**src/rtl/ptts_pkg.sv**
```systemverilog
// Shared types, constants and codes for the periodic task tick scheduler.
`timescale 1ns / 1ps
`default_nettype none

package ptts_pkg;

  localparam int TASK_SLOTS = 8;
  localparam int IDX_W      = (TASK_SLOTS > 1) ? $clog2(TASK_SLOTS) : 1;

  localparam int OPC_W  = 3;
  localparam int SLOT_W = 4;
  localparam int PER_W  = 8;
  localparam int STAT_W = 2;

  localparam logic [OPC_W-1:0] OPC_TICK    = 3'd0;
  localparam logic [OPC_W-1:0] OPC_CREATE  = 3'd1;
  localparam logic [OPC_W-1:0] OPC_DELETE  = 3'd2;
  localparam logic [OPC_W-1:0] OPC_SUSPEND = 3'd3;
  localparam logic [OPC_W-1:0] OPC_RESUME  = 3'd4;

  localparam logic [STAT_W-1:0] STAT_OK        = 2'd0;
  localparam logic [STAT_W-1:0] STAT_BAD_INDEX = 2'd1;
  localparam logic [STAT_W-1:0] STAT_SLOT_ERR  = 2'd2;

  localparam logic KIND_STATUS = 1'b0;
  localparam logic KIND_FIRED  = 1'b1;

  typedef enum logic [2:0] {
    TBL_NONE,
    TBL_STEP,
    TBL_CREATE,
    TBL_DELETE,
    TBL_SUSPEND,
    TBL_RESUME
  } tbl_op_e;

  typedef struct packed {
    tbl_op_e          op;
    logic [IDX_W-1:0] idx;
    logic [PER_W-1:0] period;
    logic [PER_W-1:0] delay;
  } tbl_req_t;

  typedef struct packed {
    logic used;
    logic fire;
  } tbl_rsp_t;

endpackage

`default_nettype wire

```
**src/rtl/ptts_slot_table.sv**
```systemverilog
// Task slot table with the shared countdown decrement and zero-compare unit.
`timescale 1ns / 1ps
`default_nettype none

module ptts_slot_table (
  input  wire logic              clk_i,
  input  wire logic              rst_ni,
  input  wire ptts_pkg::tbl_req_t req_i,
  output ptts_pkg::tbl_rsp_t      rsp_o
);

  logic                      used_q      [ptts_pkg::TASK_SLOTS];
  logic                      running_q   [ptts_pkg::TASK_SLOTS];
  logic [ptts_pkg::PER_W-1:0] period_q    [ptts_pkg::TASK_SLOTS];
  logic [ptts_pkg::PER_W-1:0] countdown_q [ptts_pkg::TASK_SLOTS];

  logic                      rd_used;
  logic                      rd_running;
  logic [ptts_pkg::PER_W-1:0] rd_period;
  logic [ptts_pkg::PER_W-1:0] rd_count;
  logic                      count_zero;
  logic [ptts_pkg::PER_W-1:0] count_next;

  assign rd_used    = used_q[req_i.idx];
  assign rd_running = running_q[req_i.idx];
  assign rd_period  = period_q[req_i.idx];
  assign rd_count   = countdown_q[req_i.idx];

  // Shared unit: one compare and one decrement serve every slot in turn.
  assign count_zero = (rd_count == '0);
  assign count_next = count_zero ? rd_period : (rd_count - ptts_pkg::PER_W'(1));

  assign rsp_o.used = rd_used;
  assign rsp_o.fire = rd_used & rd_running & count_zero;

  always_ff @(posedge clk_i or negedge rst_ni) begin
    if (!rst_ni) begin
      for (int i = 0; i < ptts_pkg::TASK_SLOTS; i++) begin
        used_q[i]      <= 1'b0;
        running_q[i]   <= 1'b0;
        period_q[i]    <= '0;
        countdown_q[i] <= '0;
      end
    end else begin
      case (req_i.op)
        ptts_pkg::TBL_STEP: begin
          if (rd_used && rd_running) begin
            countdown_q[req_i.idx] <= count_next;
          end
        end
        ptts_pkg::TBL_CREATE: begin
          if (!rd_used) begin
            used_q[req_i.idx]      <= 1'b1;
            running_q[req_i.idx]   <= 1'b1;
            period_q[req_i.idx]    <= req_i.period;
            countdown_q[req_i.idx] <= req_i.delay;
          end
        end
        ptts_pkg::TBL_DELETE: begin
          if (rd_used) begin
            used_q[req_i.idx]      <= 1'b0;
            running_q[req_i.idx]   <= 1'b0;
            period_q[req_i.idx]    <= '0;
            countdown_q[req_i.idx] <= '0;
          end
        end
        ptts_pkg::TBL_SUSPEND: begin
          if (rd_used) begin
            running_q[req_i.idx] <= 1'b0;
          end
        end
        ptts_pkg::TBL_RESUME: begin
          if (rd_used) begin
            running_q[req_i.idx] <= 1'b1;
          end
        end
        default: begin
        end
      endcase
    end
  end

endmodule

`default_nettype wire

```
**src/rtl/periodic_task_tick_scheduler.sv**
```systemverilog
// Top level: command sequencer, tick walk over the slot table, result register.
// Tick: busy through the walk and flush states, one slot walked per cycle through
//   the shared countdown unit; each fire waits for the next, the final one carries last.
// Create, delete, suspend, resume: busy in the command state, status result registered from it.
// Opcodes above resume are dropped with no result and no busy cycle.
// Reset clears all slots to empty; results are strobed for one cycle and never stall.
`timescale 1ns / 1ps
`default_nettype none

module periodic_task_tick_scheduler (
  input  wire logic                         clk_i,
  input  wire logic                         rst_ni,
  input  wire logic                         start,
  output logic                              busy,
  input  wire logic [ptts_pkg::OPC_W-1:0]   opcode_i,
  input  wire logic [ptts_pkg::SLOT_W-1:0]  slot_i,
  input  wire logic [ptts_pkg::PER_W-1:0]   period_i,
  input  wire logic [ptts_pkg::PER_W-1:0]   first_delay_i,
  output logic                              result_valid_o,
  output logic                              result_kind_o,
  output logic [ptts_pkg::STAT_W-1:0]       status_o,
  output logic [ptts_pkg::SLOT_W-1:0]       fired_slot_o,
  output logic                              last_o
);

  localparam logic [1:0] ST_IDLE  = 2'd0;
  localparam logic [1:0] ST_CMD   = 2'd1;
  localparam logic [1:0] ST_WALK  = 2'd2;
  localparam logic [1:0] ST_FLUSH = 2'd3;

  localparam logic [ptts_pkg::IDX_W-1:0] LAST_IDX =
    ptts_pkg::IDX_W'(ptts_pkg::TASK_SLOTS - 1);

  logic [1:0] state_q, state_d;
  logic [ptts_pkg::IDX_W-1:0] walk_q, walk_d;
  logic pend_q, pend_d;
  logic [ptts_pkg::IDX_W-1:0] pend_idx_q, pend_idx_d;

  logic [ptts_pkg::OPC_W-1:0]  cmd_op_q;
  logic [ptts_pkg::SLOT_W-1:0] cmd_slot_q;
  logic [ptts_pkg::PER_W-1:0]  cmd_period_q;
  logic [ptts_pkg::PER_W-1:0]  cmd_delay_q;

  logic                        out_valid_d, out_kind_d, out_last_d;
  logic [ptts_pkg::STAT_W-1:0] out_status_d;
  logic [ptts_pkg::SLOT_W-1:0] out_slot_d;

  logic accept;
  logic in_range;
  ptts_pkg::tbl_req_t tbl_req;
  ptts_pkg::tbl_rsp_t tbl_rsp;

  assign busy     = (state_q != ST_IDLE);
  assign accept   = start & ~busy;
  assign in_range = ({1'b0, cmd_slot_q} < (ptts_pkg::SLOT_W + 1)'(ptts_pkg::TASK_SLOTS));

  ptts_slot_table u_table (
    .clk_i  (clk_i),
    .rst_ni (rst_ni),
    .req_i  (tbl_req),
    .rsp_o  (tbl_rsp)
  );

  always_comb begin
    state_d    = state_q;
    walk_d     = walk_q;
    pend_d     = pend_q;
    pend_idx_d = pend_idx_q;

    tbl_req.op     = ptts_pkg::TBL_NONE;
    tbl_req.idx    = walk_q;
    tbl_req.period = cmd_period_q;
    tbl_req.delay  = cmd_delay_q;

    out_valid_d  = 1'b0;
    out_kind_d   = ptts_pkg::KIND_STATUS;
    out_status_d = ptts_pkg::STAT_OK;
    out_slot_d   = '0;
    out_last_d   = 1'b0;

    case (state_q)
      ST_IDLE: begin
        if (accept) begin
          if (opcode_i == ptts_pkg::OPC_TICK) begin
            state_d = ST_WALK;
            walk_d  = '0;
            pend_d  = 1'b0;
          end else if (opcode_i <= ptts_pkg::OPC_RESUME) begin
            state_d = ST_CMD;
          end
        end
      end
      ST_CMD: begin
        tbl_req.idx = cmd_slot_q[ptts_pkg::IDX_W-1:0];
        out_valid_d = 1'b1;
        out_last_d  = 1'b1;
        if (!in_range) begin
          out_status_d = ptts_pkg::STAT_BAD_INDEX;
        end else begin
          case (cmd_op_q)
            ptts_pkg::OPC_CREATE:  tbl_req.op = ptts_pkg::TBL_CREATE;
            ptts_pkg::OPC_DELETE:  tbl_req.op = ptts_pkg::TBL_DELETE;
            ptts_pkg::OPC_SUSPEND: tbl_req.op = ptts_pkg::TBL_SUSPEND;
            ptts_pkg::OPC_RESUME:  tbl_req.op = ptts_pkg::TBL_RESUME;
            default:               tbl_req.op = ptts_pkg::TBL_NONE;
          endcase
          if (cmd_op_q == ptts_pkg::OPC_CREATE) begin
            out_status_d = tbl_rsp.used ? ptts_pkg::STAT_SLOT_ERR : ptts_pkg::STAT_OK;
          end else begin
            out_status_d = tbl_rsp.used ? ptts_pkg::STAT_OK : ptts_pkg::STAT_SLOT_ERR;
          end
        end
        state_d = ST_IDLE;
      end
      ST_WALK: begin
        tbl_req.op = ptts_pkg::TBL_STEP;
        // Hold one fire back so the final one can carry last.
        if (tbl_rsp.fire) begin
          if (pend_q) begin
            out_valid_d = 1'b1;
            out_kind_d  = ptts_pkg::KIND_FIRED;
            out_slot_d  = ptts_pkg::SLOT_W'(pend_idx_q);
          end
          pend_d     = 1'b1;
          pend_idx_d = walk_q;
        end
        if (walk_q == LAST_IDX) begin
          state_d = ST_FLUSH;
        end else begin
          walk_d = walk_q + ptts_pkg::IDX_W'(1);
        end
      end
      ST_FLUSH: begin
        if (pend_q) begin
          out_valid_d = 1'b1;
          out_kind_d  = ptts_pkg::KIND_FIRED;
          out_slot_d  = ptts_pkg::SLOT_W'(pend_idx_q);
          out_last_d  = 1'b1;
        end
        pend_d  = 1'b0;
        state_d = ST_IDLE;
      end
      default: begin
        state_d = ST_IDLE;
      end
    endcase
  end

  always_ff @(posedge clk_i or negedge rst_ni) begin
    if (!rst_ni) begin
      state_q        <= ST_IDLE;
      walk_q         <= '0;
      pend_q         <= 1'b0;
      result_valid_o <= 1'b0;
    end else begin
      state_q        <= state_d;
      walk_q         <= walk_d;
      pend_q         <= pend_d;
      result_valid_o <= out_valid_d;
    end
  end

  always_ff @(posedge clk_i) begin
    pend_idx_q    <= pend_idx_d;
    result_kind_o <= out_kind_d;
    status_o      <= out_status_d;
    fired_slot_o  <= out_slot_d;
    last_o        <= out_last_d;
    if (accept) begin
      cmd_op_q     <= opcode_i;
      cmd_slot_q   <= slot_i;
      cmd_period_q <= period_i;
      cmd_delay_q  <= first_delay_i;
    end
  end

endmodule

`default_nettype wire

```
**config.mk**
```make
export PLATFORM = sky130hd
export DESIGN_NAME = periodic_task_tick_scheduler
export DESIGN_NICKNAME = d
export VERILOG_FILES = /design/src/rtl/ptts_pkg.sv /design/src/rtl/ptts_slot_table.sv /design/src/rtl/periodic_task_tick_scheduler.sv
export SDC_FILE = /design/constraint.sdc
export NUM_CORES = 1
export LEC_CHECK = 0
export ABC_CLOCK_PERIOD_IN_PS = 5500
export BUFFER_PORTS_ARGS = -buffer_cell sky130_fd_sc_hd__buf_2
export CAP_MARGIN = 20
export CORE_MARGIN = 4
export CORE_UTILIZATION = 35
export DETAILED_ROUTE_END_ITERATION = 10
export GPL_ROUTABILITY_DRIVEN = 0
export PLACE_DENSITY = 0.57
export SYNTH_ARGS = -nofsm -noshare
export SYNTH_HDL_FRONTEND = slang
export SYNTH_HIERARCHICAL = 1
export SYNTH_SLANG_ARGS = --single-unit
```
**constraint.sdc**
```tcl
create_clock -name clk_i -period 5.5 [get_ports clk_i]
set_clock_uncertainty 0.1 [all_clocks]
set_input_delay 1.1 -clock clk_i [delete_from_list [all_inputs] [get_ports clk_i]]
set_output_delay 1.1 -clock clk_i [all_outputs]
set_load 0.005 [all_outputs]
```
* Word level (Yosys, flattened, before mapping) *
Index checks and enable logic that the tools add are counted.

word-level totals
  register bits = 185
  bits in latches = 0
  bits in writable memories = 0
  ROM bits = 0
  bits of input ports = 26
  output and inout port bits = 10
  memories kept = 0

cells by class
  $add $sub $neg = 2
  $mul = 0
  div/mod/pow operators = 0
  magnitude comparators = 4
  equal/unequal tests = 24
  shift-type cells = 0
  muxes and demuxes = 63
  bitwise operators = 13
  reductions and logical operators = 21

operators with widths
  cell                count
  $mux 64             5
  $bwmux 64           3
  $pmux 64 s3         1
  $and 64x64->64      2
  $pmux 64 s2         1
  $mux 8              11
  $not 64->64         1
  $bmux 8 s3          2
  $demux 8 s3         1
  $pmux 8 s3          1
  $mux 3              7
  $pmux 3 s2          3
  $and 8x8->8         2
  $or 8x8->8          2
  $pmux 8 s2          1
  $reduce_and 4->1    4
  $mux 2              7
  $eq 3x2->1 const B  4
  $eq 3x3->1 const B  4
  $ne 2x2->1 const B  6
  $pmux 3 s4          1
  $mux 1              11
  $reduce_bool 3->1   3
  $logic_not 8->1     1
  other kinds (27)    43

* Depth between registers and ports, before layout *
Gate-level depths: netlist of run 1.

  depth in word-level cells = 11
  gate-level depth with buffers = 20

* Modules after synthesis *
Netlist of run 1, hierarchy kept.

by module, submodules not included
  module                        times used  cells each  area each (um^2)  sequential area each (um^2)
  ptts_slot_table               1           653         7,289.5           3,603.5
  periodic_task_tick_scheduler  1           112         1,607.8           1,096.1

* Worst setup path after synthesis of run 1 *
Ideal clock, no wire load.

  path kind = flip-flop to flip-flop
  from = reg state_q[1]
  to = reg u_table/countdown_q[0] (netlist bit)
  setup time = 0.138 ns
  data arrival time = 4.212 ns
  path slack = 1.050 ns
  cell stages (with the launch flop) = 19
  clock period less this slack = 4.450 ns
  cell sequence = dfrtp_1 > inv_1 > ha_1 > clkbuf_1 > o21ai_0 > buf_6 > buf_6 > buf_4 > buf_4 > buf_4 > buf_2 > mux2i_1 > mux4_2 > ha_1 > nand4_1 > nor3_4 > mux2_2 > a22oi_1 > o21ai_0

RTL lines
  item                            line                                 text
  start: declaration              periodic_task_tick_scheduler.sv:34   logic [1:0] state_q, state_d;
  start signal: assignment        periodic_task_tick_scheduler.sv:156  state_q <= state_d;
  end signal: indexed assignment  ptts_slot_table.sv:48                countdown_q[req_i.idx] <= count_next;
  end signal: indexed assignment  ptts_slot_table.sv:56                countdown_q[req_i.idx] <= req_i.delay;
  end: declaration                ptts_slot_table.sv:15                logic [ptts_pkg::PER_W-1:0] countdown_q [ptts_pkg::TASK_SLOTS];

==> results.md, run 1 <==
* Die width at approximately 170 µm
* Total number of yosys warnings at 6
* FP Rows at 58
* Vias per cell at roughly 5.6
* RSZ-0062 raised after global routing: no
* Final WL at approximately 25,000 µm
* Postcts setup bufs at 0
* Share of cells above drive strength 1 at 0.259
* Post-CTS resize count at 0
* # placed instances at approximately 1,100
* Reg2Reg Depth at 13
* Hold Path End: fired_slot_o[2]$_SDFF_PN0_
* Post-synth EDFFs at 26
* TritonCTS clock tree: done
* First-pass DRT Iterations at 7
* Detailed Place HPWL at between 15,000 and 20,000 µm
* Leak at between 4 and 5 nW
* Routed via count at ~6,400
* Setup TNS at 0 ns
* Largest net degree at the start of global routing at 70
* Worst hold stages at 1
* DR iter-0 viols at about 570
* Top-area cell type share of the netlist area at 0.425
* CTS clk-pin slew, worst paths at around 0.070 ns
* Critical R2R Capture: u_table/countdown_q[56]$_DFFE_PN0P_
* Setup-failing EPs final at 0
* Worst setup SP type: flip-flop
* # clock sinks at 184
* Fin crit share at 0.855
* Wirelength per Cell at around 22 µm
* Syn Area/Cell at about 12 µm²
* IO buf count at 34
* GRT Util Overall at 0.178
* Core area at about 25,000 µm²
* Final Hold Fails at 0
* Yosys cell types at 70
* Part of the Yosys area used for sequential elements at 0.528
* Cell taking the most area after synthesis: dfrtp_1
* Post-route ant nets at 0
* Ys flop type: dfrtp_1
* Ant diodes at 0
* Synth top area cells: dfrtp_1 42%, edfxtp_1 8.8%, mux2_2 6.7%, o21ai_0 5.0%, o221a_2 4.4%
* Die area at about 28,000 µm²
* Start point of the worst hold path: pend_idx_q[2]$_DFFE_PP_
* Status: complete, no violations
* H-tree depth at 4
* CP Class: flip-flop to flip-flop
* Worst slew pin tran at about 0.9 ns
* Fmax at 0.213 GHz
* VDD IR max at approximately 300 µV
* First-pass GRT wire length at about 40,000 µm
* Commonest non-fill, non-tap cell in the layout: dfrtp_1
* Syn nets at about 800
* Reg-to-reg setup timing slack at between 0.7 and 0.8 ns
* Root Buffer: clkbuf_16
* Layout fillers at 2,476
* Register Area at about 4700 µm²
* Initial antenna violation count at 0
* RR Startpoint: state_q[1]$_DFFE_PN0P_
* Most frequent cells in the layout: 151 x dfrtp_1, 87 x o21ai_0, 68 x nand2_1
* Number of global-route vias before repair at about 6,600
* # IOs at 36
* Synth-to-layout area growth at 12.7%
* CP arrival at ~4.9 ns
* Final Critical Period at around 4.7 ns
* Worst setup EP type: flip-flop
* Final nets at ~830
* Area of the multi-input gates at 3920 µm²
* #FFs+latches synth at 184
* Initial core utilization at 0.354
* Post-Syn Instances at about 770
* Rel. slew slack at 0.387
* Async SR Flop Fraction at 0.821
* CP required at approximately 5.7 ns
* Power Density at between 500 and 600 nW/µm²
* Count of pins over their slew limit at 0
* Die height at approximately 170 µm
* Min-delay worst type: flip-flop to flip-flop
* Post-CTS Hold Fix Bufs at 0
* Gr ovfl total at 0
* Non-Filler Instances at roughly 1,100
* Skew-Pair Late Insertion Delay at about 0.43 ns
* Crit-path max FO at 18
* Max Cap Viol at 0
* Clock Path Buffers at 2
* CTS Buf Count at 17
* Mapped Area at around 8900 µm²
* Residual DRC at 0
area by class of cell:
class / instances / area share
multi-input cells: 519 / 0.391
repair buffers: 60 / 0.0371
clock inverters: 11 / 0.00836
well taps: 330 / 0.0412
inverters: 15 / 0.00562
flip-flops and latches: 184 / 0.469
clock buffers: 21 / 0.0480
metrics by stage:
| stage | worst slack, ns | utilization | hold slack (ns) | power (mW) | area (µm²) |
|---|---|---|---|---|---|
| 6_report | 0.800 | 0.399 | 0.341 | 5.82 | 10000 |
| 3_3_place_gp | 0.934 | 0.377 | 0.327 | 4.61 | 9460 |
| 4_1_cts | 0.860 | 0.399 | 0.341 | 5.82 | 10000 |
| 5_1_grt | 0.515 | 0.399 | 0.371 | 6.13 | 10000 |
| 2_1_floorplan | 1.05 | - | 0.320 | 3.83 | 8900 |
| 3_5_place_dp | 0.864 | 0.377 | 0.325 | 4.62 | 9460 |
layer usage:
metal  share of wire  track usage  wire (µm)
met5               0            0          0
met4           0.017       0.0550        418
met3           0.051       0.0316       1260
met2            0.47        0.287      11700
met1            0.46        0.247      11300
critical path: stages (launching register included):
cell and delay, ns:
dfrtp_1 0.39, inv_1 0.10, ha_1 0.31, o21ai_4 0.61
buf_4 0.30, mux2i_1 0.27, a211oi_1 0.11, a21oi_1 0.29
ha_1 0.29, nand4_1 0.22, nor3_4 0.48, mux2_2 0.39
a22oi_1 0.49, o21ai_0 0.17
Yosys cell counts (3+ instances only):
cell type  number
dfrtp_1       151
o21ai_0        88
nand2_1        68
mux2_2         53
nor2_1         35
o221a_2        35
clkbuf_1       26
edfxtp_1       26
mux2i_1        24
a21oi_1        23
nand2b_1       19
and2_1         17
inv_1          13
mux4_2         13
o22ai_1        13
buf_2          11
ha_1           10
o221ai_1        8
dfxtp_1         7
nand3_1         7
nor2b_1         7
nor3_1          6
o221a_1         6
a211oi_1        5
a22oi_1         5
buf_4           5
nand4_1         5
o211ai_1        5
o22a_1          5
or3_1           5
o21a_1          4
or3b_2          4
xnor2_1         4
buf_6           3
nand3b_1        3
nor3b_1         3
state kept, by name (all words and copies together), names as in the netlist, 2 cells and up, named ones only:
register	flops
fired_slot_o	3
cmd_slot_q	4
u_table/countdown_q	64
u_table/period_q	64
cmd_delay_q	8
walk_q	3
cmd_period_q	8
state_q	2
cmd_op_q	3
pend_idx_q	3
status_o	2
power by group:
| part | leakage (nW) | internal (mW) | switching (mW) |
|---|---|---|---|
| clock network | 0.282 | 0.637 | 0.545 |
| logic | 1.62 | 1.05 | 1.61 |
| registers | 2.36 | 1.76 | 0.212 |
worst max-delay path by stage:
| stage | from | endpoint | slack (ns) |
|---|---|---|---|
| global placement | state_q[1]$_DFFE_PN0P_ | u_table/countdown_q[32]$_DFFE_PN0P_ | 0.93 |
| global route | state_q[1]$_DFFE_PN0P_ | u_table/countdown_q[56]$_DFFE_PN0P_ | 0.52 |
| floorplan | state_q[1]$_DFFE_PN0P_ | u_table/countdown_q[0]$_DFFE_PN0P_ | 1.05 |
| finish | state_q[1]$_DFFE_PN0P_ | u_table/countdown_q[56]$_DFFE_PN0P_ | 0.80 |
| CTS | state_q[1]$_DFFE_PN0P_ | u_table/countdown_q[56]$_DFFE_PN0P_ | 0.86 |
| detailed placement | state_q[1]$_DFFE_PN0P_ | u_table/countdown_q[24]$_DFFE_PN0P_ | 0.86 |
logic make-up after synthesis:
family	after synthesis	synth area share
muxes	90	0.127
adders and majority gates	10	0.0141
DFF	184	0.528
xor gates and xnor gates	7	0.00773
AOI/OAI and AO/OA	226	0.186
buffers and inverters	62	0.0323
other	1	0.000421
and+or+nand+nor	185	0.104
Note: power is estimated with default switching activity, not from simulation.
==> inputs of run 2 (changes only) <==
--- a/config.mk
+++ b/config.mk
@@ -5,6 +5,7 @@
 export SDC_FILE = /design/constraint.sdc
 export NUM_CORES = 1
 export LEC_CHECK = 0
+export ABC_AREA = 1
 export ABC_CLOCK_PERIOD_IN_PS = 5500
 export BUFFER_PORTS_ARGS = -buffer_cell sky130_fd_sc_hd__buf_2
 export CAP_MARGIN = 20
@@ -12,7 +13,7 @@
 export CORE_UTILIZATION = 35
 export DETAILED_ROUTE_END_ITERATION = 10
 export GPL_ROUTABILITY_DRIVEN = 0
-export PLACE_DENSITY = 0.57
+export PLACE_DENSITY = 0.5
 export SYNTH_ARGS = -nofsm -noshare
 export SYNTH_HDL_FRONTEND = slang
 export SYNTH_HIERARCHICAL = 1
==> results.md, run 2 <==
* Status: complete, no violations
* Final Hold Fails at 0
* Crit path buf inv count at 5
* Part of the Yosys area used for sequential elements at 0.437
* Mapped Area at roughly 11,000 µm²
* Die width at 183 µm
* Most numerous cell on the critical path: inv_2
* Wirelength per Cell at roughly 19 µm
* Setup-failing EPs final at 0
* Hold Path End: u_table/period_q[52]$_DFFE_PN0P_
* Fin crit share at 0.768
* PnR worst setup slack at roughly 1.3 ns
* CTS Buf Count at 17
* Crit-path max FO at 19
* Final nets at about 1,500
* Worst hold stages at 2
* Share of cells above drive strength 1 at 0.105
* Cell family with most CP delay: simple AND/OR/NAND/NOR gates
* VDD IR max at 262 µV
* First-pass GRT wire length at roughly 55,000 µm
* Post-synth EDFFs at 26
* Number of global-route vias before repair at ~9,200
* CP cell instances: inv_1, ha_1, inv_2, nand2_1, nand2_1, inv_2, nor2_1, inv_2, nor2_4, clkinv_1, nor2_1, nand3_1, a21boi_1
* Final WL at approximately 35,000 µm
* Reg2Reg Depth at 13
* # clock sinks at 184
* Top-count cell post-synth: nand2_1
* # placed instances at 1,828
* Largest stage delay on the critical path at roughly 0.7 ns
* Area post-placement at around 11,000 µm²
* RR Startpoint: state_q[1]$_DFFE_PN0P_
* DR iter-0 viols at roughly 950
* Postcts setup bufs at 0
* Synth-to-layout area growth at 9.64%
* Skew-Pair Late Insertion Delay at 0.45 ns
* Power Density at 574 nW/µm²
* Top cells by count, synth: 427 x nand2_1, 153 x inv_1, 151 x dfrtp_1
* TritonCTS clock tree: done
* Post-Syn Instances at ~1,400
* Root Buffer: clkbuf_16
* Ant diodes at 0
* GRT Util Overall at 0.211
* Commonest non-fill, non-tap cell in the layout: nand2_1
* Routed via count at 9,665
* Detailed Place HPWL at between 20,000 and 25,000 µm
* Yosys cell types at 43
* Top flop regs: u_table/countdown_q x64, u_table/period_q x64
* Fmax at between 0.2 and 0.25 GHz
* FP Rows at 63
* Initial core utilization at 0.359
* Vias per cell at about 5.2
* Worst setup SP type: flip-flop
* Placement Setup Slack at approximately 1.4 ns
* Worst setup EP type: flip-flop
* Post-CTS Hold Fix Bufs at 0
* RSZ-0062 raised after global routing: no
* Synth top area cells: dfrtp_1 35%, nand2_1 15%, edfxtp_1 7.3%, inv_1 5.3%, nor2_1 4.9%
* CP Class: flip-flop to flip-flop
* Largest net degree at the start of global routing at 98
* Rel. slew slack at 0.338
* Core area at between 20,000 and 30,000 µm²
* Non-Filler Instances at between 1,500 and 2,000
* Residual DRC at 0
* Post-CTS resize count at 0
* Clock Path Buffers at 2
* Async SR Flop Fraction at 0.821
* # IOs at 36
* Max Cap Viol at 0
* Worst path slowest cell: nor2_1
* First-pass DRT Iterations at 6
* Ys flop type: dfrtp_1
* Die height at between 150 and 200 µm
* CP arrival at between 4 and 5 ns
* #FFs+latches synth at approximately 180
* Count of pins over their slew limit at 0
* CP required at 5.77 ns
* Total number of yosys warnings at 6
* Final non-filler cell area at ~12,000 µm²
* Syn Area/Cell at ~7.4 µm²
* Syn nets at 1,479
* Gr ovfl total at 0
* Cell taking the most area after synthesis: dfrtp_1
* Top-area cell type share of the netlist area at 0.352
* IO buf count at 34
* Setup TNS at 0 ns
* Worst slew pin tran at between 0.9 and 1 ns
* Leak at 5.74 nW
* Initial antenna violation count at 0
* Die area at ~34,000 µm²
* CTS clk-pin slew, worst paths at 0.08 ns
* Final Critical Period at 4.22 ns
* Reg-to-reg setup timing slack at approximately 1.3 ns
* Post-route ant nets at 0
* Min-delay worst type: flip-flop to flip-flop
* H-tree depth at 4
* Start point of the worst hold path: u_table/period_q[52]$_DFFE_PN0P_
* Critical R2R Capture: u_table/countdown_q[46]$_DFFE_PN0P_
* Most frequent cells in the layout: 426 x nand2_1, 153 x inv_1, 151 x dfrtp_1
==> run 2: cell types whose count changed after synthesis, moves of 53 or more <==
cell,change
a21boi_1,+54
a21oi_1,+63
inv_1,+140
mux2_2,-53
nand2_1,+359
nand3_1,+75
nor2_1,+106
==> run 2: routing by layer <==
layer	up-vias	wire length, µm	GRT usage
li1	4692	-	-
met1	4554	16300	0.309
met2	378	15600	0.325
met3	41	2450	0.0367
met4	0	626	0.0566
met5	-	0	0
==> run 2: cell families (layout without fill, tap and decap cells) <==
family / count (synthesis) / after routing / share of synthesized area
compound gates: 308 / 308 / 0.168
xor+xnor: 1 / 1 / 0.000815
fa+ha+maj: 10 / 10 / 0.0116
buf+inv: 222 / 249 / 0.0912
flops: 184 / 184 / 0.437
other cells: 1 / 1 / 0.000349
simple gates: 717 / 717 / 0.291
==> run 2: cell type report <==
cell class	instances	area, µm²
clock buffer	17	425
clock inverter	15	176
fill	3112	18200
inverter	171	644
multi-input combinational	1037	5070
sequential	184	4700
tap	390	488
timing repair buffer	46	279
==> run 2: worst register-to-register path, stage by stage (launching register included) <==
cell and delay, ns:
dfrtp_1 0.43, inv_1 0.10, ha_1 0.25, inv_2 0.11
nand2_1 0.05, nand2_1 0.60, inv_2 0.35, nor2_1 0.30
inv_2 0.09, nor2_4 0.36, clkinv_1 0.39, nor2_1 0.70
nand3_1 0.18, a21boi_1 0.15
==> run 2: power by group <==
group	internal (mW)	total (mW)	switching [mW]
Clock	0.617	1.27	0.648
Combinational	0.910	3.54	2.63
Sequential	1.76	1.96	0.202
Total	3.29	6.76	3.47
==> run 2: worst max-delay path by stage <==
stage	start	endpoint	cells after the start	slack [ns]
3_3_place_gp	state_q[1]$_DFFE_PN0P_	u_table/countdown_q[18]$_DFFE_PN0P_	16	1.45
3_5_place_dp	state_q[1]$_DFFE_PN0P_	u_table/countdown_q[18]$_DFFE_PN0P_	16	1.37
5_1_grt	state_q[1]$_DFFE_PN0P_	u_table/countdown_q[18]$_DFFE_PN0P_	16	0.96
6_report	state_q[1]$_DFFE_PN0P_	u_table/countdown_q[46]$_DFFE_PN0P_	13	1.28
4_1_cts	state_q[1]$_DFFE_PN0P_	u_table/countdown_q[18]$_DFFE_PN0P_	16	1.33
2_1_floorplan	state_q[1]$_DFFE_PN0P_	u_table/countdown_q[36]$_DFFE_PN0P_	15	2.21
==> run 2: metrics by stage <==
| stage | power (mW) | hold WS, ns | utilization |
|---|---|---|---|
| floorplan | 4.33 | 0.330 | - |
| global placement | 5.45 | 0.362 | 0.373 |
| detailed placement | 5.45 | 0.372 | 0.373 |
| CTS | 6.74 | 0.393 | 0.393 |
| global route | 7.20 | 0.409 | 0.393 |
| finish | 6.76 | 0.388 | 0.393 |
==> inputs of run 3 (changes only) <==
--- a/config.mk
+++ b/config.mk
@@ -6,7 +6,7 @@
 export NUM_CORES = 1
 export LEC_CHECK = 0
 export ABC_AREA = 1
-export ABC_CLOCK_PERIOD_IN_PS = 5500
+export ABC_CLOCK_PERIOD_IN_PS = 4400
 export BUFFER_PORTS_ARGS = -buffer_cell sky130_fd_sc_hd__buf_2
 export CAP_MARGIN = 20
 export CORE_MARGIN = 4
==> constraint.sdc (replaced) <==
create_clock -name clk_i -period 4.4 [get_ports clk_i]
set_clock_uncertainty 0.1 [all_clocks]
set_input_delay 0.88 -clock clk_i [delete_from_list [all_inputs] [get_ports clk_i]]
set_output_delay 0.88 -clock clk_i [all_outputs]
set_load 0.005 [all_outputs]
==> results.md, run 3 (synthesis results as in run 2) <==
* Status: complete, no violations
* Residual DRC at 0
* Wirelength per Cell at 18.6 µm
* Largest stage delay on the critical path at about 0.44 ns
* # clock sinks at approximately 180
* Fin crit share at 0.846
* CP arrival at 3.97 ns
* Commonest non-fill, non-tap cell in the layout: nand2_1
* Skew-Pair Late Insertion Delay at between 0.4 and 0.5 ns
* CTS Buf Count at 17
* Root Buffer: clkbuf_16
* Max Cap Viol at 0
* Worst path slowest cell: dfrtp_1
* Postcts setup bufs at 0
* Power Density at just over 700 nW/µm²
* Rel. slew slack at 0.388
* Fmax at roughly 0.27 GHz
* Ant diodes at 0
* CP Class: flip-flop to flip-flop
* First-pass DRT Iterations at 6
* H-tree depth at 4
* Setup-failing EPs final at 0
* IO buf count at 34
* Final core utilization at 0.398
* Final WL at about 35,000 µm
* RSZ-0062 raised after global routing: no
* Detailed Place HPWL at between 20,000 and 25,000 µm
* Crit path buf inv count at 4
* Count of pins over their slew limit at 0
* Synth-to-layout area growth at 10.8%
* CP cell instances: inv_1, ha_1, inv_2, nand2_1, nand2_1, inv_2, nor2_1, nand3_1, nand2_1, nor2_4, ha_1, nand2_1, nor2_1, nand2_4, inv_4, nand2_2, nand3_1, a21boi_1
* CP required at approximately 4.7 ns
* GRT Util Overall at 0.211
* Setup TNS at 0 ns
* # IOs at 36
* TritonCTS clock tree: done
* Post-route ant nets at 0
* Post-CTS resize count at 0
* Most frequent cells in the layout: 426 x nand2_1, 153 x inv_1, 151 x dfrtp_1
* Worst setup EP type: flip-flop
* FP Rows at 63
* Post-CTS Hold Fix Bufs at 0
* Die area at between 30,000 and 40,000 µm²
* Min-delay worst type: flip-flop to flip-flop
* Cell family with most CP delay: simple AND/OR/NAND/NOR gates
* Initial core utilization at 0.359
* Largest net degree at the start of global routing at 96
* VDD IR max at ~370 µV
* First-pass GRT wire length at roughly 55,000 µm
* CTS clk-pin slew, worst paths at 0.07 ns
* Routed via count at ~10,000
* Die height at between 150 and 200 µm
* Final nets at between 1,500 and 2,000
* Number of global-route vias before repair at 9,405
* Gr ovfl total at 0
* Final Critical Period at approximately 3.7 ns
* DR iter-0 viols at slightly below 900
* Initial antenna violation count at 0
* Core area at 30,000 µm²
* Worst setup SP type: flip-flop
* Clock Path Buffers at 2
* Top flop regs: u_table/countdown_q x64, u_table/period_q x64
* Final Hold Fails at 0
* Crit-path max FO at 16
* Leak at between 5 and 6 nW
* Most numerous cell on the critical path: nand2_1
* Worst slew pin tran at between 0.9 and 1 ns
* Vias per cell at 5.17
* Share of cells above drive strength 1 at 0.116
* Die width at roughly 180 µm
==> run 3: cell types whose count changed in the layout (fill, tap and decap cells not counted), sizes merged <==
cell / delta
bufinv: +1
clkinv: -1
clkbuf: +1
buf: +19
clkinvlp: -1
==> run 3: where the power goes <==
group,switching [mW],internal (mW),total [mW]
clock,0.730,0.814,1.54
combinational,3.27,1.21,4.47
sequential,0.255,2.20,2.46
total,4.25,4.22,8.47
==> run 3: worst reg2reg max path, stage by stage, from the launching register on <==
cell and delay, ns:
dfrtp_1 0.44, inv_1 0.11, ha_1 0.26, inv_2 0.11
nand2_1 0.05, nand2_1 0.35, inv_2 0.27, nor2_1 0.32
nand3_1 0.14, nand2_1 0.17, nor2_4 0.06, ha_1 0.20
nand2_1 0.07, nor2_1 0.06, nand2_4 0.21, inv_4 0.13
nand2_2 0.25, nand3_1 0.15, a21boi_1 0.19
==> run 3: final cells by class <==
cell class | count | area (µm²)
repair buffers | 65 | 434
clock inverters | 14 | 138
inverters | 171 | 644
multi-input cells | 1037 | 5070
clock buffers | 18 | 439
well taps | 390 | 488
flip-flops and latches | 184 | 4700
fillers | 3113 | 18000
==> run 3: through the flow <==
step / cell area, µm² / setup WS, ns / cells / hold slack, ns / power (mW)
floorplan: 10700 / 1.11 / 1443 / 0.330 / 5.41
global placement: 11300 / 0.799 / 1847 / 0.358 / 6.89
detailed placement: 11300 / 0.761 / 1847 / 0.358 / 6.93
CTS: 11900 / 0.737 / 1879 / 0.377 / 8.50
global route: 11900 / 0.355 / 1879 / 0.412 / 9.08
finish: 11900 / 0.677 / 1879 / 0.373 / 8.47
==> run 3: final timing paths <==
kind	start	to	slack, ns	cells past startpoint
min in group asynchronous	rst_ni	u_table/period_q[60]$_DFFE_PN0P_	0.43	1
max in group asynchronous	rst_ni	u_table/countdown_q[19]$_DFFE_PN0P_	2.83	2
setup / recovery	state_q[1]$_DFFE_PN0P_	u_table/countdown_q[25]$_DFFE_PN0P_	0.68	18
hold / removal	pend_q$_DFFE_PN0P_	pend_q$_DFFE_PN0P_	0.37	2
setup reg to reg	state_q[1]$_DFFE_PN0P_	u_table/countdown_q[25]$_DFFE_PN0P_	0.68	18
hold reg to reg	pend_q$_DFFE_PN0P_	pend_q$_DFFE_PN0P_	0.37	2
==> run 3: metal layers <==
layer | vias to the layer above | global-route usage | routed length (µm)
li1 | 4731 | - | -
met1 | 4636 | 0.312 | 16700
met2 | 306 | 0.324 | 15700
met3 | 38 | 0.0333 | 1980
met4 | 0 | 0.0554 | 565
met5 | - | 0 | 0
